### src/hw/rtl/sfr_pkg.sv
// ----------------------------------------------------------------------------
// sfr_pkg
// Shared types and constants of the serial frame receiver.
// ----------------------------------------------------------------------------
package sfr_pkg;

  // field widths
  localparam int unsigned BYTE_W   = 8;
  localparam int unsigned INDEX_W  = 17;
  localparam int unsigned LEN_W    = 16;
  localparam int unsigned STATUS_W = 2;
  localparam int unsigned TDATA_W  = 32;

  // framing constants
  localparam logic [BYTE_W-1:0] START_BYTE = 8'h7E;
  localparam logic [BYTE_W-1:0] CHECK_BASE = 8'hFF;
  localparam logic [LEN_W-1:0]  MAX_LEN_RESET = 16'd96;

  // frame status codes
  localparam logic [STATUS_W-1:0] ST_BUSY     = 2'd0;
  localparam logic [STATUS_W-1:0] ST_GOOD     = 2'd1;
  localparam logic [STATUS_W-1:0] ST_BAD      = 2'd2;
  localparam logic [STATUS_W-1:0] ST_TOO_LONG = 2'd3;

  // one result word
  typedef struct packed {
    logic [BYTE_W-1:0]   frame_byte;
    logic [INDEX_W-1:0]  byte_index;
    logic                last;
    logic [STATUS_W-1:0] frame_status;
  } result_t;

  // handoff from the input register to the parser
  typedef struct packed {
    logic              valid;
    logic [BYTE_W-1:0] data;
  } in_word_t;

endpackage

### src/hw/rtl/serial_api_frame_receiver_top.sv
// ----------------------------------------------------------------------------
// serial_api_frame_receiver_top
// Length-prefixed frame receiver with an 8-bit sum checksum.
// ----------------------------------------------------------------------------
// Takes one received byte per clock and passes on every byte of a frame with
// its index; the final byte carries last and a status (good, bad checksum,
// or too long when the length field exceeds the limit register). Bytes
// between frames are dropped. A byte moves from the input register through
// the parser into the result register, and one word is taken every cycle as
// long as the output side is ready. The user must write the limit register
// only while idle; the block itself does not enforce this.
module serial_api_frame_receiver_top (
  input  logic                         clk,
  input  logic                         rst,
  input  logic                         cfg_we,
  input  logic [sfr_pkg::LEN_W-1:0]    cfg_wdata,
  input  logic                         s_tvalid,
  output logic                         s_tready,
  input  logic [sfr_pkg::BYTE_W-1:0]   s_tdata,   // [7:0] rx_byte
  output logic                         m_tvalid,
  input  logic                         m_tready,
  output logic [sfr_pkg::TDATA_W-1:0]  m_tdata,   // [7:0] frame_byte, [24:8] byte_index
  output logic                         m_tlast,
  output logic [sfr_pkg::STATUS_W-1:0] m_tuser    // [1:0] frame_status
);

  sfr_pkg::in_word_t word;
  sfr_pkg::result_t  res;
  logic              res_valid;
  logic              open;
  logic              fire;

  // the parser consumes a byte when the result register can take it
  assign fire = word.valid && open;

  // input register
  sfr_in_stage u_in (
    .clk      (clk),
    .rst      (rst),
    .s_tvalid (s_tvalid),
    .s_tready (s_tready),
    .s_tdata  (s_tdata),
    .consume  (fire),
    .word     (word)
  );

  // frame tracking
  sfr_parse u_parse (
    .clk       (clk),
    .rst       (rst),
    .cfg_we    (cfg_we),
    .cfg_wdata (cfg_wdata),
    .word      (word),
    .fire      (fire),
    .res_valid (res_valid),
    .res       (res)
  );

  // result register
  sfr_out_stage u_out (
    .clk      (clk),
    .rst      (rst),
    .load     (fire && res_valid),
    .res      (res),
    .open     (open),
    .m_tvalid (m_tvalid),
    .m_tready (m_tready),
    .m_tdata  (m_tdata),
    .m_tlast  (m_tlast),
    .m_tuser  (m_tuser)
  );

endmodule

### src/hw/rtl/sfr_in_stage.sv
// ----------------------------------------------------------------------------
// sfr_in_stage
// Input register: holds one received byte until the parser consumes it.
// ----------------------------------------------------------------------------
module sfr_in_stage (
  input  logic                        clk,
  input  logic                        rst,
  input  logic                        s_tvalid,
  output logic                        s_tready,
  input  logic [sfr_pkg::BYTE_W-1:0]  s_tdata,   // [7:0] rx_byte
  input  logic                        consume,
  output sfr_pkg::in_word_t           word
);

  logic                       held;
  logic [sfr_pkg::BYTE_W-1:0] data;

  // free when empty or being drained this cycle
  assign s_tready = !held || consume;

  // valid flag
  always_ff @(posedge clk) begin
    if (rst) begin
      held <= 1'b0;
    end else if (s_tready) begin
      held <= s_tvalid;
    end
  end

  // payload
  always_ff @(posedge clk) begin
    if (s_tready && s_tvalid) begin
      data <= s_tdata;
    end
  end

  assign word.valid = held;
  assign word.data  = data;

endmodule

### src/hw/rtl/sfr_parse.sv
// ----------------------------------------------------------------------------
// sfr_parse
// Frame tracking: start hunt, length field, running sum and checksum test.
// ----------------------------------------------------------------------------
module sfr_parse (
  input  logic                       clk,
  input  logic                       rst,
  input  logic                       cfg_we,
  input  logic [sfr_pkg::LEN_W-1:0]  cfg_wdata,
  input  sfr_pkg::in_word_t          word,
  input  logic                       fire,
  output logic                       res_valid,
  output sfr_pkg::result_t           res
);

  logic [sfr_pkg::LEN_W-1:0]   max_len;
  logic                        in_frame;
  logic                        in_frame_next;
  logic [sfr_pkg::INDEX_W-1:0] position;
  logic [sfr_pkg::INDEX_W-1:0] position_next;
  logic [sfr_pkg::INDEX_W-1:0] total_length;
  logic [sfr_pkg::INDEX_W-1:0] total_length_next;
  logic [sfr_pkg::BYTE_W-1:0]  length_high;
  logic [sfr_pkg::BYTE_W-1:0]  length_high_next;
  logic [sfr_pkg::BYTE_W-1:0]  running_sum;
  logic [sfr_pkg::BYTE_W-1:0]  running_sum_next;
  logic [sfr_pkg::INDEX_W-1:0] pos_inc;
  logic [sfr_pkg::LEN_W-1:0]   len;
  logic [sfr_pkg::BYTE_W-1:0]  expect_sum;

  assign pos_inc    = position + 1'b1;
  assign len        = {length_high, word.data};
  assign expect_sum = sfr_pkg::CHECK_BASE - running_sum;

  // next state and result for the byte at the input register
  always_comb begin
    in_frame_next      = in_frame;
    position_next      = position;
    total_length_next  = total_length;
    length_high_next   = length_high;
    running_sum_next   = running_sum;
    res_valid          = 1'b0;
    res.frame_byte     = word.data;
    res.byte_index     = pos_inc;
    res.last           = 1'b0;
    res.frame_status   = sfr_pkg::ST_BUSY;
    if (!in_frame) begin
      res.byte_index = '0;
      if (word.data == sfr_pkg::START_BYTE) begin
        res_valid         = 1'b1;
        in_frame_next     = 1'b1;
        position_next     = '0;
        total_length_next = '0;
        length_high_next  = '0;
        running_sum_next  = '0;
      end
    end else begin
      res_valid     = 1'b1;
      position_next = pos_inc;
      if (pos_inc == sfr_pkg::INDEX_W'(1)) begin
        length_high_next = word.data;
      end else if (pos_inc == sfr_pkg::INDEX_W'(2)) begin
        total_length_next = {1'b0, len} + sfr_pkg::INDEX_W'(4);
        if (len > max_len) begin
          in_frame_next    = 1'b0;
          res.last         = 1'b1;
          res.frame_status = sfr_pkg::ST_TOO_LONG;
        end
      end else if (({1'b0, pos_inc} + 1'b1) == {1'b0, total_length}) begin
        in_frame_next    = 1'b0;
        res.last         = 1'b1;
        res.frame_status = (expect_sum == word.data) ? sfr_pkg::ST_GOOD : sfr_pkg::ST_BAD;
      end else begin
        running_sum_next = running_sum + word.data;
      end
    end
  end

  // length limit register
  always_ff @(posedge clk) begin
    if (rst) begin
      max_len <= sfr_pkg::MAX_LEN_RESET;
    end else if (cfg_we) begin
      max_len <= cfg_wdata;
    end
  end

  // frame state
  always_ff @(posedge clk) begin
    if (rst) begin
      in_frame     <= 1'b0;
      position     <= '0;
      total_length <= '0;
      length_high  <= '0;
      running_sum  <= '0;
    end else if (fire) begin
      in_frame     <= in_frame_next;
      position     <= position_next;
      total_length <= total_length_next;
      length_high  <= length_high_next;
      running_sum  <= running_sum_next;
    end
  end

endmodule

### src/hw/rtl/sfr_out_stage.sv
// ----------------------------------------------------------------------------
// sfr_out_stage
// Result register toward the output stream.
// ----------------------------------------------------------------------------
module sfr_out_stage (
  input  logic                        clk,
  input  logic                        rst,
  input  logic                        load,
  input  sfr_pkg::result_t            res,
  output logic                        open,
  output logic                        m_tvalid,
  input  logic                        m_tready,
  output logic [sfr_pkg::TDATA_W-1:0] m_tdata,   // [7:0] frame_byte, [24:8] byte_index
  output logic                        m_tlast,
  output logic [sfr_pkg::STATUS_W-1:0] m_tuser   // [1:0] frame_status
);

  localparam int unsigned PAD_W = sfr_pkg::TDATA_W - sfr_pkg::BYTE_W - sfr_pkg::INDEX_W;

  logic             full;
  sfr_pkg::result_t hold;

  // can take a new word when empty or being read out
  assign open = !full || m_tready;

  // valid flag
  always_ff @(posedge clk) begin
    if (rst) begin
      full <= 1'b0;
    end else if (open) begin
      full <= load;
    end
  end

  // payload
  always_ff @(posedge clk) begin
    if (open && load) begin
      hold <= res;
    end
  end

  assign m_tvalid = full;
  assign m_tdata  = {{PAD_W{1'b0}}, hold.byte_index, hold.frame_byte};
  assign m_tlast  = hold.last;
  assign m_tuser  = hold.frame_status;

endmodule

### config.mk
export PLATFORM = sky130hd
export DESIGN_NAME = serial_api_frame_receiver_top
export DESIGN_NICKNAME = d
export VERILOG_FILES = /design/src/hw/rtl/sfr_pkg.sv /design/src/hw/rtl/serial_api_frame_receiver_top.sv /design/src/hw/rtl/sfr_in_stage.sv /design/src/hw/rtl/sfr_parse.sv /design/src/hw/rtl/sfr_out_stage.sv
export SDC_FILE = /design/constraint.sdc
export NUM_CORES = 1
export LEC_CHECK = 0
export BUFFER_PORTS_ARGS = -buffer_cell sky130_fd_sc_hd__buf_4
export CAP_MARGIN = 20
export CORE_ASPECT_RATIO = 0.6
export CORE_MARGIN = 1
export CORE_UTILIZATION = 61
export DETAILED_ROUTE_END_ITERATION = 10
export PLACE_DENSITY = 0.87
export SETUP_SLACK_MARGIN = 0.5
export SYNTH_ARGS = -nofsm -noshare
export SYNTH_HDL_FRONTEND = slang
export SYNTH_SLANG_ARGS = --single-unit
### constraint.sdc
create_clock -name clk -period 5.5 [get_ports clk]
set_input_delay 0.275 -clock clk [delete_from_list [all_inputs] [get_ports clk]]
set_output_delay 0.275 -clock clk [all_outputs]
set_load 0.05 [all_outputs]
After elaboration in Yosys (flattened, before gate mapping). Index checks and enable logic that the tools add are counted.

Input bits: 29. Register bits: 105. Output and inout bits: 37.

Multiplexer cells: 23. $add $sub $neg: 5. Bitwise logic cells: 1. Magnitude comparators: 1. Reduce and logical (&&, ||, !) cells: 14. Equal/unequal tests: 10.

Operator list (count): $mux 17 (5); $mux 8 (7); $add 17x1->18 const B (1); $eq 18x17->1 (1); $add 16x3->17 const B (1); $add 17x1->17 const B (1); $eq 17x1->1 const B (1); $eq 17x2->1 const B (1); $gt 16x16->1 (1); $ne 2x2->1 const B (5); $mux 3 (3); $add 8x8->8 (1); $eq 8x7->1 const B (1); $eq 8x8->1 (1); $sub 8x8->8 const A (1); $mux 1 (7); $reduce_and 5->1 (1); $logic_and 1x1->1 (4); $reduce_and 4->1 (1); $reduce_and 3->1 (1); $logic_not 1->1 (2); $logic_or 1x1->1 (2); $mux 2 (1); $reduce_and 2->1 (1); other kinds (3) (3).

Longest topological paths before layout.
Depth in word-level cells: 7. Gate-level depth with buffers: 13. Mapped depth without buffers: 12.

By module. From an unflattened synthesis, not the netlist that was laid out.

Cells, all modules: 671. Area, all modules: 6188.4 um^2.

Modules (own cells, without submodules): sfr_parse (area each 4921.0 um^2, times used 1, cells an instance 614); sfr_out_stage (area each 952.2 um^2, times used 1, cells an instance 41); sfr_in_stage (area each 302.8 um^2, times used 1, cells an instance 14); serial_api_frame_receiver_top (area each 12.5 um^2, times used 1, cells an instance 2).

Least setup slack after synthesis. OpenSTA, ideal clock, no wires.

Kind: reg2reg. Start: register u_parse.position[0] (netlist name). End: register u_out.hold, in the netlist u_out.m_tuser[1], data pin. Buffers on the path: 1. Arrival time: 3.372 ns. Required time: 5.348 ns. Library setup time: 0.152 ns. Setup slack: 1.976 ns. Clock period less this slack: 3.524 ns. Stages on the path, launching flop included: 14. Path through: dfxtp_1 > buf_2 > inv_1 > ha_1 > inv_1 > o41ai_1 > a222oi_1 > a221o_1 > or4_1 > a2111oi_2 > o211ai_1 > o31a_1 > or2_1 > a31oi_1.

Cells in the longest elaborated chain, start to end: 5. Elaborated cells between the ends (all ways): 8. Those cells by class: add/sub: 2; eq/ne: 3; mux: 2; reduce/logical: 1.

Ends and longest elaborated chain: from (decl) (line sfr_parse.sv:19) `logic [sfr_pkg::INDEX_W-1:0] position;`; from (signal assigned) (line sfr_parse.sv:98) `position <= position_next;`; $add 17x1->17 (*) (line sfr_parse.sv:31) `assign pos_inc = position + 1'b1;`; via u_parse.pos_inc (one bit) (line sfr_parse.sv:27) `logic [sfr_pkg::INDEX_W-1:0] pos_inc;`; $add 17x1->18 (line sfr_parse.sv:69) `end else if (({1'b0, pos_inc} + 1'b1) == {1'b0, total_length}) begin`; $eq 18x17->1 (line sfr_parse.sv:69); $mux 3 (line sfr_parse.sv:69); $mux 3 (line sfr_parse.sv:62) `end else if (pos_inc == sfr_pkg::INDEX_W'(2)) begin`; to (signal assigned) (line sfr_out_stage.sv:38) `hold <= res;`; to (decl) (line sfr_out_stage.sv:21) `sfr_pkg::result_t hold;`.

The timed path passes the listed nets; every way through them passes the cells marked *. A chain may end at the register's enable or synchronous reset.

Worst setup path in the final report.
Start: register u_parse.position[0] (netlist name). End: register u_parse.total_length[15] (netlist name).

Cells in the longest elaborated chain, start to end: 4. Elaborated cells between the ends (all ways): 6. Those cells by class: add/sub: 1; eq/ne: 4; reduce/logical: 1.

Ends and longest elaborated chain: $add 17x1->17 (*) (line sfr_parse.sv:31); $eq 17x2->1 / $eq 17x1->1 (equally long branches) (line sfr_parse.sv:62, sfr_parse.sv:60); $ne 2x2->1 (no line); $reduce_and 4->1 (no line) (*); to (signal assigned) (line sfr_parse.sv:99) `total_length <= total_length_next;`; to (decl) (line sfr_parse.sv:21) `logic [sfr_pkg::INDEX_W-1:0] total_length;`.

Every way passes the cells marked *; elsewhere a longest branch is shown, timed or not.

==> results.tsv <==
stage	metric	value	unit
status	status	complete, no violations	
timing	fin_crit	4460	ps
die	row_count	27	
logic_synthesis	synth_cell_type_count	78	
logic_synthesis	mappedNetlistArea	0.00606	sq mm
logic_synthesis	yosysTopAreaCell	dfxtp_1	
cts	cts_resized	0	
cts	cts_buffers	9	
finish	drive_gt1_frac	0.132	
critical_path	path_max_fanout	18	
die	core	0.00939	sq mm
die	die_h	79.2	microns
power_and_ir_drop	cellPowerDensity	237	mW/mm^2
critical_path	end_kind	flop	
cts	cts.htree.levels	3	
hold_path	min_path_type	input pin to flop	
logic_synthesis	ys_seq_area_frac	0.406	
die	fp.dieW	131	microns
drt	detail_route.wl_per_cell	18.9	microns
logic_synthesis	synth_edf_count	36	
finish	area_growth	12.8	%
logic_synthesis	synth_warnings	0	
cts	hold_buffers	0	
finish	fillers	678	
global_route	grt_pass1_wl	24700	microns
critical_path	required	5780	ps
timing	maxSlewHeadroom	0.378	
power_and_ir_drop	total_leakage_power	2.60	nW
finish	layout_commonest_cell	nor2_1	
timing	hold_viol_final	0	
cts	numClockSinks	105	
cts	clk_pin_slew	70	ps
drt	drt-pass1-iter-count	6	
global_route	grt_pass1_vias	4860	
critical_path	path_class	flop to flop	
logic_synthesis	avgSynthCellArea	9.30	sq um
finish	fin_nets	750	
timing	fmax	0.224	GHz
logic_synthesis	yosys.area.top_type_share	0.228	
timing	setup_viol	0	
flow_run	maxCapViolCount	0	
drt	vias	5226	
timing	rsz0062_at_grt	no	
timing	hold-worst-slack	96.1	ps
power_and_ir_drop	ir_drop	158	uV
finish	layout_common_cells	nor2_1 (80), dfxtp_1 (69), buf_4 (62), nand2_1 (40), xnor2_1 (37)	
cts	post-cts-setup-buffers	0	
logic_synthesis	yosys-top-cells-area	dfxtp_1 (23%), edfxtp_1 (18%), ha_1 (5.8%)	
drt	via_per_inst	6.32	
die	initial_core_util	0.645	
global_route	grt_usage	0.316	
placed_design	numPortBuffers	58	
cts	clkLatencyLatePin	350	ps
timing	setup_tns	0	ps
logic_synthesis	async_flop_share	0	
timing	fin_skew	10.3	ps
finish	n_antenna_cell	0	
drt	drc_errors	0	
cts	cts_buffer_depth	2	
placed_design	dp_hpwl	11200	microns
critical_path	start_kind	flop	
finish	seqCellArea	0.00246	sq mm
drt	wirelength	15600	microns
drt	drtIter0Drc	687	
cts	cts-root-buf	clkbuf_16	
die	dieArea	0.0104	sq mm
power_and_ir_drop	power	1.62	mW
logic_synthesis	synthCells	652	
finish	multi_input_area	0.00329	sq mm
cts	tritoncts	done	
die	ioPinCount	66	
logic_synthesis	synth-seq-cells	105	
timing	finalCritPeriodShare	0.810	
timing	drv_slew	0	
global_route	antenna_found_initial	0	
timing	tightest_slew	932	ps
critical_path	cp_data_arrival_time	4740	ps
logic_synthesis	synth_ff_type	dfxtp_1	
global_route	grt.overflow.total	0	
global_route	grt_max_degree	64	
placed_design	gp_congestion	0.920	
drt	ant_nets	0	
through the flow:
stage,instances,utilization,area (sq um),setup slack (ps)
3_5_place_dp,810,0.693,6510,1070
2_1_floorplan,658,-,6080,1980
6_report,827,0.728,6840,1040
5_1_grt,827,0.728,6840,694
3_3_place_gp,810,0.693,6510,1430
4_1_cts,826,0.727,6830,963
registers in the layout (all words and copies together) (netlist names):
register,count
u_in.data,8
u_parse.max_len,16
u_out.m_tuser,2
u_parse.length_high,8
u_parse.total_length,17
u_parse.in_frame,1
u_out.m_tvalid,1
u_out.m_tlast,1
u_in.held,1
u_parse.position,17
u_out.m_tdata,25
u_parse.running_sum,8
critical path, stage by stage (launching register included):
cell       delay (ps)
dfxtp_1           670
ha_1              590
nand3_2           340
nor4_2            410
xor2_1            200
a2111oi_0         470
nor4b_2           350
and2_1            320
nand2_1            90
a21o_1            390
or3b_1            430
a21oi_1           140
logic make-up (layout without fill, tap and decap cells):
family / after synthesis / after routing / synth area share
flops: 105 / 105 / 0.406
simple gates: 232 / 232 / 0.198
other cells: 1 / 7 / 0.000619
buf+inv: 75 / 114 / 0.0539
fa+ha+maj: 29 / 29 / 0.0611
compound gates: 136 / 136 / 0.160
mux: 15 / 15 / 0.0248
xor+xnor: 59 / 59 / 0.0946
power by group:
| group | total, mW | switching [mW] | leakage (nW) | internal, mW |
|---|---|---|---|---|
| sequential | 0.833 | 0.0207 | 0.852 | 0.812 |
| clock | 0.691 | 0.292 | 0.160 | 0.400 |
| combinational | 0.0976 | 0.0575 | 1.59 | 0.0402 |
per-layer routing:
layer	wire [microns]	GRT usage	part of all wire
met1	7040	0.449	0.45
met2	6660	0.467	0.43
met3	1600	0.0836	0.10
met4	345	0.0966	0.022
met5	0	0	0
Yosys cell counts, drive strengths merged (4+ instances only):
master	count
clkbuf	18
and2	17
nor4b	4
nor2b	10
or3	6
nand2	41
a21o	4
nor4	6
nand4	11
inv	35
a22oi	33
a22o	7
nor3	10
ha	28
dfxtp	69
xnor2	38
o21bai	6
nor2	81
edfxtp	36
a21oi	29
buf	21
xor2	18
mux2i	15
nand3	18
o211ai	6
or4	5
and3	9
o21ai	16
worst paths after layout:
check                                         start                               endpoint  slack, ps  cells after the start
setup / recovery   u_parse.position[0]$_SDFFE_PP0P_  u_parse.total_length[15]$_SDFFE_PP0P_       1040                     11
hold reg to reg   u_parse.position[16]$_SDFFE_PP0P_      u_parse.position[16]$_SDFFE_PP0P_        480                      2
hold / removal                           s_tdata[7]                 u_in.data[7]$_DFFE_PP_        100                      1
setup reg to reg   u_parse.position[0]$_SDFFE_PP0P_  u_parse.total_length[15]$_SDFFE_PP0P_       1040                     11
final cells by class:
class | count | share of cell area
Clock buffer | 9 | 0.0329
Clock inverter | 7 | 0.0135
Inverter | 36 | 0.0198
Multi-Input combinational cell | 478 | 0.482
Sequential cell | 105 | 0.360
Tap cell | 130 | 0.0238
Timing Repair Buffer | 62 | 0.0681
Note: power is estimated with default switching activity, not from simulation.
